--- src/rtl/core/gth_pkg.sv ---
// Shared constants, types and helpers for the GTH stationary distribution block.
// Depends on nothing; gth_ctrl, gth_datapath and the top import it.
package gth_pkg;

    localparam int MAX_STATES = 16;
    localparam int IDX_W      = $clog2(MAX_STATES);
    localparam int MAT_DEPTH  = MAX_STATES * MAX_STATES;
    localparam int MAT_AW     = $clog2(MAT_DEPTH);
    localparam int WORD_W     = 48;
    localparam int FRAC_W     = 32;

    localparam logic [WORD_W-1:0] WORD_MAX = {WORD_W{1'b1}};
    localparam logic [WORD_W-1:0] ONE_Q32  = WORD_W'(1) << FRAC_W;
    localparam logic [31:0]       ONE_Q31  = 32'h8000_0000;

    typedef enum logic [1:0] {
        WSEL_LOAD  = 2'd0,
        WSEL_DIVQ  = 2'd1,
        WSEL_ACCUM = 2'd2
    } mat_wsel_t;

    typedef struct packed {
        logic [MAT_AW-1:0] mat_addr;
        logic              mat_we;
        mat_wsel_t         mat_wsel;
        logic [IDX_W-1:0]  sol_addr;
        logic              sol_we;
        logic              sol_wsel_one;
        logic              acc_clr;
        logic              acc_add;
        logic              lat_a;
        logic              mul_start;
        logic              mul_x_sol;
        logic              div_start;
        logic              div_out;
        logic              v_load;
        logic              v_add;
        logic              tot_init;
        logic              tot_add;
        logic              out_fire;
        logic              out_err;
        logic              out_last;
        logic [IDX_W-1:0]  out_index;
    } gth_cmd_t;

    typedef struct packed {
        logic mul_done;
        logic div_done;
        logic sum_zero;
    } gth_status_t;

    function automatic logic [WORD_W-1:0] sat_add(input logic [WORD_W-1:0] a,
                                                  input logic [WORD_W-1:0] b);
        logic [WORD_W:0] s;
        s = {1'b0, a} + {1'b0, b};
        return s[WORD_W] ? WORD_MAX : s[WORD_W-1:0];
    endfunction

    function automatic logic [MAT_AW-1:0] mat_addr(input logic [IDX_W-1:0] r,
                                                   input logic [IDX_W-1:0] c);
        return MAT_AW'(r) * MAT_AW'(MAX_STATES) + MAT_AW'(c);
    endfunction

endpackage

--- src/rtl/core/gth_ctrl.sv ---
// Sequencer for load, GTH elimination, back substitution and output.
// Depends on gth_pkg; drives the datapath through gth_cmd_t.
module gth_ctrl
    import gth_pkg::*;
(
    input  logic             clk,
    input  logic             rst_n,
    input  logic             start,
    input  logic [5:0]       row_index,
    input  logic [5:0]       col_index,
    input  logic             last_entry,
    input  logic [IDX_W-1:0] last_idx,
    input  gth_status_t      status,
    output gth_cmd_t         cmd,
    output logic             busy
);

    typedef enum logic [21:0] {
        ST_IDLE     = 22'h000001,
        ST_SUM_INIT = 22'h000002,
        ST_SUM_RD   = 22'h000004,
        ST_SUM_ACC  = 22'h000008,
        ST_SUM_CHK  = 22'h000010,
        ST_DIV_RD   = 22'h000020,
        ST_DIV_GO   = 22'h000040,
        ST_DIV_WAIT = 22'h000080,
        ST_UPD_RA   = 22'h000100,
        ST_UPD_RB   = 22'h000200,
        ST_UPD_MUL  = 22'h000400,
        ST_UPD_WAIT = 22'h000800,
        ST_BS_INIT  = 22'h001000,
        ST_BS_RD0   = 22'h002000,
        ST_BS_V0    = 22'h004000,
        ST_BS_RDK   = 22'h008000,
        ST_BS_MUL   = 22'h010000,
        ST_BS_MWAIT = 22'h020000,
        ST_BS_WR    = 22'h040000,
        ST_OUT_RD   = 22'h080000,
        ST_OUT_DIV  = 22'h100000,
        ST_OUT_WAIT = 22'h200000
    } state_t;

    state_t           state_reg, state_next;
    logic [IDX_W-1:0] n_reg, n_next;
    logic [IDX_W-1:0] i_reg, i_next;
    logic [IDX_W-1:0] j_reg, j_next;
    logic [IDX_W-1:0] k_reg, k_next;
    logic             in_range;

    assign busy     = (state_reg != ST_IDLE);
    assign in_range = ({1'b0, row_index} < 7'(MAX_STATES))
                   && ({1'b0, col_index} < 7'(MAX_STATES));

    // hold state and loop counters
    always_ff @(posedge clk or negedge rst_n)
    begin
        if (!rst_n)
        begin
            state_reg <= ST_IDLE;
            n_reg     <= '0;
            i_reg     <= '0;
            j_reg     <= '0;
            k_reg     <= '0;
        end
        else
        begin
            state_reg <= state_next;
            n_reg     <= n_next;
            i_reg     <= i_next;
            j_reg     <= j_next;
            k_reg     <= k_next;
        end
    end

    // sequence the solve
    always_comb
    begin
        state_next = state_reg;
        n_next     = n_reg;
        i_next     = i_reg;
        j_next     = j_reg;
        k_next     = k_reg;
        cmd        = '0;
        cmd.mat_wsel = WSEL_LOAD;
        unique case (state_reg)
            ST_IDLE:
            begin
                cmd.mat_addr = mat_addr(row_index[IDX_W-1:0], col_index[IDX_W-1:0]);
                if (start)
                begin
                    cmd.mat_we = in_range;
                    if (last_entry)
                    begin
                        n_next = last_idx;
                        state_next = (last_idx == '0) ? ST_BS_INIT : ST_SUM_INIT;
                    end
                end
            end
            ST_SUM_INIT:
            begin
                cmd.acc_clr = 1'b1;
                j_next      = '0;
                state_next  = ST_SUM_RD;
            end
            ST_SUM_RD:
            begin
                cmd.mat_addr = mat_addr(n_reg, j_reg);
                state_next   = ST_SUM_ACC;
            end
            ST_SUM_ACC:
            begin
                cmd.acc_add = 1'b1;
                if (j_reg == n_reg - 1'b1)
                begin
                    state_next = ST_SUM_CHK;
                end
                else
                begin
                    j_next     = j_reg + 1'b1;
                    state_next = ST_SUM_RD;
                end
            end
            ST_SUM_CHK:
            begin
                i_next = '0;
                if (status.sum_zero)
                begin
                    cmd.out_fire = 1'b1;
                    cmd.out_err  = 1'b1;
                    cmd.out_last = 1'b1;
                    state_next   = ST_IDLE;
                end
                else
                begin
                    state_next = ST_DIV_RD;
                end
            end
            ST_DIV_RD:
            begin
                cmd.mat_addr = mat_addr(i_reg, n_reg);
                state_next   = ST_DIV_GO;
            end
            ST_DIV_GO:
            begin
                cmd.div_start = 1'b1;
                state_next    = ST_DIV_WAIT;
            end
            ST_DIV_WAIT:
            begin
                cmd.mat_addr = mat_addr(i_reg, n_reg);
                cmd.mat_wsel = WSEL_DIVQ;
                if (status.div_done)
                begin
                    cmd.mat_we = 1'b1;
                    if (i_reg == n_reg - 1'b1)
                    begin
                        i_next     = '0;
                        j_next     = '0;
                        state_next = ST_UPD_RA;
                    end
                    else
                    begin
                        i_next     = i_reg + 1'b1;
                        state_next = ST_DIV_RD;
                    end
                end
            end
            ST_UPD_RA:
            begin
                cmd.mat_addr = mat_addr(i_reg, n_reg);
                state_next   = ST_UPD_RB;
            end
            ST_UPD_RB:
            begin
                cmd.lat_a    = 1'b1;
                cmd.mat_addr = mat_addr(n_reg, j_reg);
                state_next   = ST_UPD_MUL;
            end
            ST_UPD_MUL:
            begin
                cmd.mul_start = 1'b1;
                cmd.mat_addr  = mat_addr(i_reg, j_reg);
                state_next    = ST_UPD_WAIT;
            end
            ST_UPD_WAIT:
            begin
                cmd.mat_addr = mat_addr(i_reg, j_reg);
                cmd.mat_wsel = WSEL_ACCUM;
                if (status.mul_done)
                begin
                    cmd.mat_we = 1'b1;
                    state_next = ST_UPD_RA;
                    if (j_reg == n_reg - 1'b1)
                    begin
                        j_next = '0;
                        if (i_reg == n_reg - 1'b1)
                        begin
                            i_next = '0;
                            if (n_reg == IDX_W'(1))
                            begin
                                state_next = ST_BS_INIT;
                            end
                            else
                            begin
                                n_next     = n_reg - 1'b1;
                                state_next = ST_SUM_INIT;
                            end
                        end
                        else
                        begin
                            i_next = i_reg + 1'b1;
                        end
                    end
                    else
                    begin
                        j_next = j_reg + 1'b1;
                    end
                end
            end
            ST_BS_INIT:
            begin
                cmd.sol_addr     = '0;
                cmd.sol_we       = 1'b1;
                cmd.sol_wsel_one = 1'b1;
                cmd.tot_init     = 1'b1;
                j_next           = IDX_W'(1);
                state_next       = (last_idx == '0) ? ST_OUT_RD : ST_BS_RD0;
                if (last_idx == '0)
                begin
                    j_next = '0;
                end
            end
            ST_BS_RD0:
            begin
                cmd.mat_addr = mat_addr('0, j_reg);
                state_next   = ST_BS_V0;
            end
            ST_BS_V0:
            begin
                cmd.v_load = 1'b1;
                k_next     = IDX_W'(1);
                state_next = (j_reg == IDX_W'(1)) ? ST_BS_WR : ST_BS_RDK;
            end
            ST_BS_RDK:
            begin
                cmd.mat_addr = mat_addr(k_reg, j_reg);
                cmd.sol_addr = k_reg;
                state_next   = ST_BS_MUL;
            end
            ST_BS_MUL:
            begin
                cmd.mul_start = 1'b1;
                cmd.mul_x_sol = 1'b1;
                state_next    = ST_BS_MWAIT;
            end
            ST_BS_MWAIT:
            begin
                if (status.mul_done)
                begin
                    cmd.v_add = 1'b1;
                    if (k_reg == j_reg - 1'b1)
                    begin
                        state_next = ST_BS_WR;
                    end
                    else
                    begin
                        k_next     = k_reg + 1'b1;
                        state_next = ST_BS_RDK;
                    end
                end
            end
            ST_BS_WR:
            begin
                cmd.sol_addr = j_reg;
                cmd.sol_we   = 1'b1;
                cmd.tot_add  = 1'b1;
                if (j_reg == last_idx)
                begin
                    j_next     = '0;
                    state_next = ST_OUT_RD;
                end
                else
                begin
                    j_next     = j_reg + 1'b1;
                    state_next = ST_BS_RD0;
                end
            end
            ST_OUT_RD:
            begin
                cmd.sol_addr = j_reg;
                state_next   = ST_OUT_DIV;
            end
            ST_OUT_DIV:
            begin
                cmd.div_start = 1'b1;
                cmd.div_out   = 1'b1;
                state_next    = ST_OUT_WAIT;
            end
            ST_OUT_WAIT:
            begin
                cmd.out_index = j_reg;
                cmd.out_last  = (j_reg == last_idx);
                if (status.div_done)
                begin
                    cmd.out_fire = 1'b1;
                    if (j_reg == last_idx)
                    begin
                        state_next = ST_IDLE;
                    end
                    else
                    begin
                        j_next     = j_reg + 1'b1;
                        state_next = ST_OUT_RD;
                    end
                end
            end
            default:
            begin
                state_next = ST_IDLE;
            end
        endcase
    end

endmodule

--- config.mk ---
export PLATFORM = sky130hd
export DESIGN_NAME = gth_ctrl
export DESIGN_NICKNAME = d
export VERILOG_FILES = /design/src/rtl/core/gth_pkg.sv /design/src/rtl/core/gth_ctrl.sv
export SDC_FILE = /design/constraint.sdc
export NUM_CORES = 1
export LEC_CHECK = 0
export ABC_AREA = 0
export BUFFER_PORTS_ARGS = -buffer_cell sky130_fd_sc_hd__buf_2
export CORE_ASPECT_RATIO = 2
export CORE_MARGIN = 10
export CORE_UTILIZATION = 50
export DETAILED_ROUTE_END_ITERATION = 16
export GPL_TIMING_DRIVEN = 0
export PLACE_DENSITY = 0.73
export SYNTH_ARGS = -nofsm -noshare
export SYNTH_HDL_FRONTEND = slang
export SYNTH_SLANG_ARGS = --single-unit
--- constraint.sdc ---
create_clock -name clk -period 6.3 [get_ports clk]
set_clock_uncertainty 0.15 [all_clocks]
set_input_delay 0.315 -clock clk [delete_from_list [all_inputs] [get_ports clk]]
set_output_delay 0.315 -clock clk [all_outputs]
set_load 0.01 [all_outputs]
==> run_results.csv <==
group,metric,value,unit
die,coreArea,6260,µm²
clock_network,cts.clk_slew.worst_paths,0.06,ns
yosys,yosysUniqueCellTypes,76,
yosys,async_flop_share,1.00,
grt,grt_max_degree,39,
layout,n_antenna_cell,0,
sta,drv_slew,0,
grt,grt_pass1_wl,17400,µm
detailed_routing,drc,0,
critical_path,cp_max_fo,10,
yosys,avgSynthCellArea,8.68,µm²
run_status,outcome,"finished with violations",
sta,tightest_slew,1.42,ns
worst_hold_path,min_path_type,"input pin to async pin",
die,die_w,76.6,µm
grt,grt_usage,0.211,
clock_network,ctsHoldBuffers,0,
placement,dpl.hpwl,8210,µm
die,rows,41,
grt,grt_overflow,0,
clock_network,cts_resized,0,
critical_path,r2r-end,"j_reg[1]$_DFFE_PN0P_",
critical_path,worstPathRequired,5.83,ns
yosys,syn_inst,369,
clock_network,cts_buffers,5,
grt,antenna_found_initial,0,
clock_network,cts_root_buf,"clkbuf_16",
detailed_routing,ant_nets,0,
yosys,synth-edff-count,0,
sta,finalHoldViolCount,1,
layout,drive_gt1_frac,0.247,
clock_network,htreeDepth,2,
detailed_routing,drt_iter0_markers,255,
detailed_routing,vias_per_cell,6.22,
die,die_h,133,µm
layout,final_nets,463,
critical_path,crit_type,"flop to output pin",
placement,port_buffers,57,
critical_path,reg2reg_setup_slack,2.96,ns
yosys,synth_warnings,0,
power_and_ir_drop,vdd_drop_max,238,µV
layout,fin_cells,520,
power_and_ir_drop,finalPower,1.18,mW
placement,gp_congestion,0.981,
sta,min_period_over_period,0.591,
die,start_util,0.512,
critical_path,cp_data_arrival_time,3.26,ns
power_and_ir_drop,powerDensity,315,nW/µm²
power_and_ir_drop,p_leak,1.82,nW
die,io_pins,59,
grt,grt_pass1_vias,3443,
yosys,netlist_area,3200,µm²
yosys,synth_seq_area_share,0.297,
detailed_routing,drt_pass1_iterations,5,
yosys,dominantRegCellSynth,"dfrtp_1",
layout,layout-area-overhead-vs-synth,16.9,%
placement,dpl.cell_count,512,
clock_network,cts.sinks,38,
yosys,synthesis.nets,399,
detailed_routing,vias,3236,
sta,tns,0,ns
placement,placed_cell_area,3600,µm²
run_status,violations,"negative hold slack",
critical_path,cp-end-kind,"output pin",
clock_network,tritoncts,"done",
clock_network,clk_path_buf_depth,2,
critical_path,ff2ff_path_depth,7,
detailed_routing,finalWirelength,10700,µm
layout,largest_reg_flops,22,
clock_network,cts_setup_buffers,0,
sta,rsz0062_at_grt,"no",
die,dieArea,10200,µm²
clock_network,clock_latency,0.30,ns
detailed_routing,routedWlPerCell,20.5,µm
sta,finalSetupViolations,0,
sta,holdWs,-0.00388,ns
critical_path,critPathLaunchType,"flop",
sta,period_minus_slack,3.72,ns
yosys,ys_ff_latch,38,
flow_run,maxCapViolCount,0,
sta,relSlewSlack,0.0423,
layout,fill_cells,605,
layout,stdcell_area,3740,µm²
sta,fmax,269,MHz
critical_path,timing.rr.start,"state_reg[12]$_DFFE_PN0P_",
[kinds of logic (layout without fill, tap and decap cells)]
kind of cell,Yosys count,after routing,share of synthesized area
AND/OR/NAND/NOR,175,175,0.342
AO/OA/AOI/OAI,71,71,0.171
buffers and inverters,47,112,0.0672
flip-flops,38,38,0.297
XOR/XNOR,27,27,0.0828
adder cells (fa/ha/maj),7,7,0.0273
multiplexers,4,4,0.0125
[area by class of cell]
| type | count | area (µm²) | share of cell area |
|---|---|---|---|
| flip-flops and latches | 38 | 952 | 0.254 |
| clock inverters | 1 | 5.00 | 0.00134 |
| multi-input cells | 284 | 2040 | 0.544 |
| clock buffers | 7 | 143 | 0.0381 |
| plain buffers | 18 | 105 | 0.0281 |
| well taps | 86 | 108 | 0.0287 |
| repair buffers | 57 | 285 | 0.0762 |
| inverters | 29 | 110 | 0.0294 |
[metal layers]
layer / part of all wire / track usage / up-vias
li1: - / - / 1499
met1: 0.35 / 0.203 / 1572
met2: 0.54 / 0.389 / 120
met3: 0.048 / 0.0445 / 45
met4: 0.058 / 0.139 / 0
met5: 0 / 0 / -
[cell usage in the layout (no fill, tap or decap), types with 5 or more instances in the layout]
master	count
xor2_1	10
inv_1	27
a21oi_1	15
a222oi_1	7
dfrtp_1	37
xnor2_1	15
clkbuf_1	13
buf_2	58
nor4_1	8
nand2_1	26
o21ai_1	5
nor3b_1	6
or3_1	6
nor4b_1	5
nor3_1	16
o21ai_0	7
clkbuf_16	5
ha_1	7
nand2b_1	5
nand4_1	10
nor2_1	30
and3_1	5
nand3_1	16
[metrics by stage]
step           utilization  worst slack, ns
6_report             0.598             2.58
5_1_grt              0.598             2.39
4_1_cts              0.598             2.61
3_5_place_dp         0.575             2.94
3_3_place_gp         0.575             2.94
2_1_floorplan            -             3.78
[cell usage after synthesis, types with 6 or more instances]
| cell | n | area share |
|---|---|---|
| nor2_1 | 30 | 0.035 |
| nor3b_1 | 6 | 0.014 |
| dfrtp_1 | 37 | 0.29 |
| nand3_1 | 16 | 0.025 |
| xor2_1 | 10 | 0.027 |
| a222oi_1 | 7 | 0.022 |
| nor3_1 | 16 | 0.025 |
| xnor2_1 | 15 | 0.041 |
| or3_1 | 6 | 0.012 |
| nand2_1 | 26 | 0.030 |
| a21oi_1 | 15 | 0.023 |
| ha_1 | 7 | 0.027 |
| clkbuf_1 | 12 | 0.014 |
| inv_1 | 27 | 0.032 |
| nor4_1 | 8 | 0.016 |
| o21ai_0 | 7 | 0.011 |
| nand4_1 | 10 | 0.020 |
[power breakdown]
part	internal (mW)	switching, mW
registers	0.277	0.0299
logic	0.237	0.373
clock network	0.157	0.104
[worst max path at each step]
stage                                          from  slack, ns  endpoint  cells after the start
after detailed placement  state_reg[12]$_DFFE_PN0P_       2.94   cmd[30]                      8
after floorplan            state_reg[8]$_DFFE_PN0P_       3.78    cmd[6]                      5
after global routing      state_reg[12]$_DFFE_PN0P_       2.39   cmd[30]                      8
after CTS                 state_reg[12]$_DFFE_PN0P_       2.61   cmd[30]                      8
final                     state_reg[12]$_DFFE_PN0P_       2.58   cmd[30]                      8
after global placement    state_reg[12]$_DFFE_PN0P_       2.94   cmd[28]                      8
[worst max-delay path, cell delays in order (launching register included)]
cell and delay (ns):
dfrtp_1 0.40, nor4_1 0.66, clkbuf_8 0.32, nand2_1 0.18, nor3_1 0.50, clkbuf_1 0.45, a222oi_1 0.21, inv_1 0.09
buf_2 0.13
Note: power is estimated with default switching activity, not from simulation.
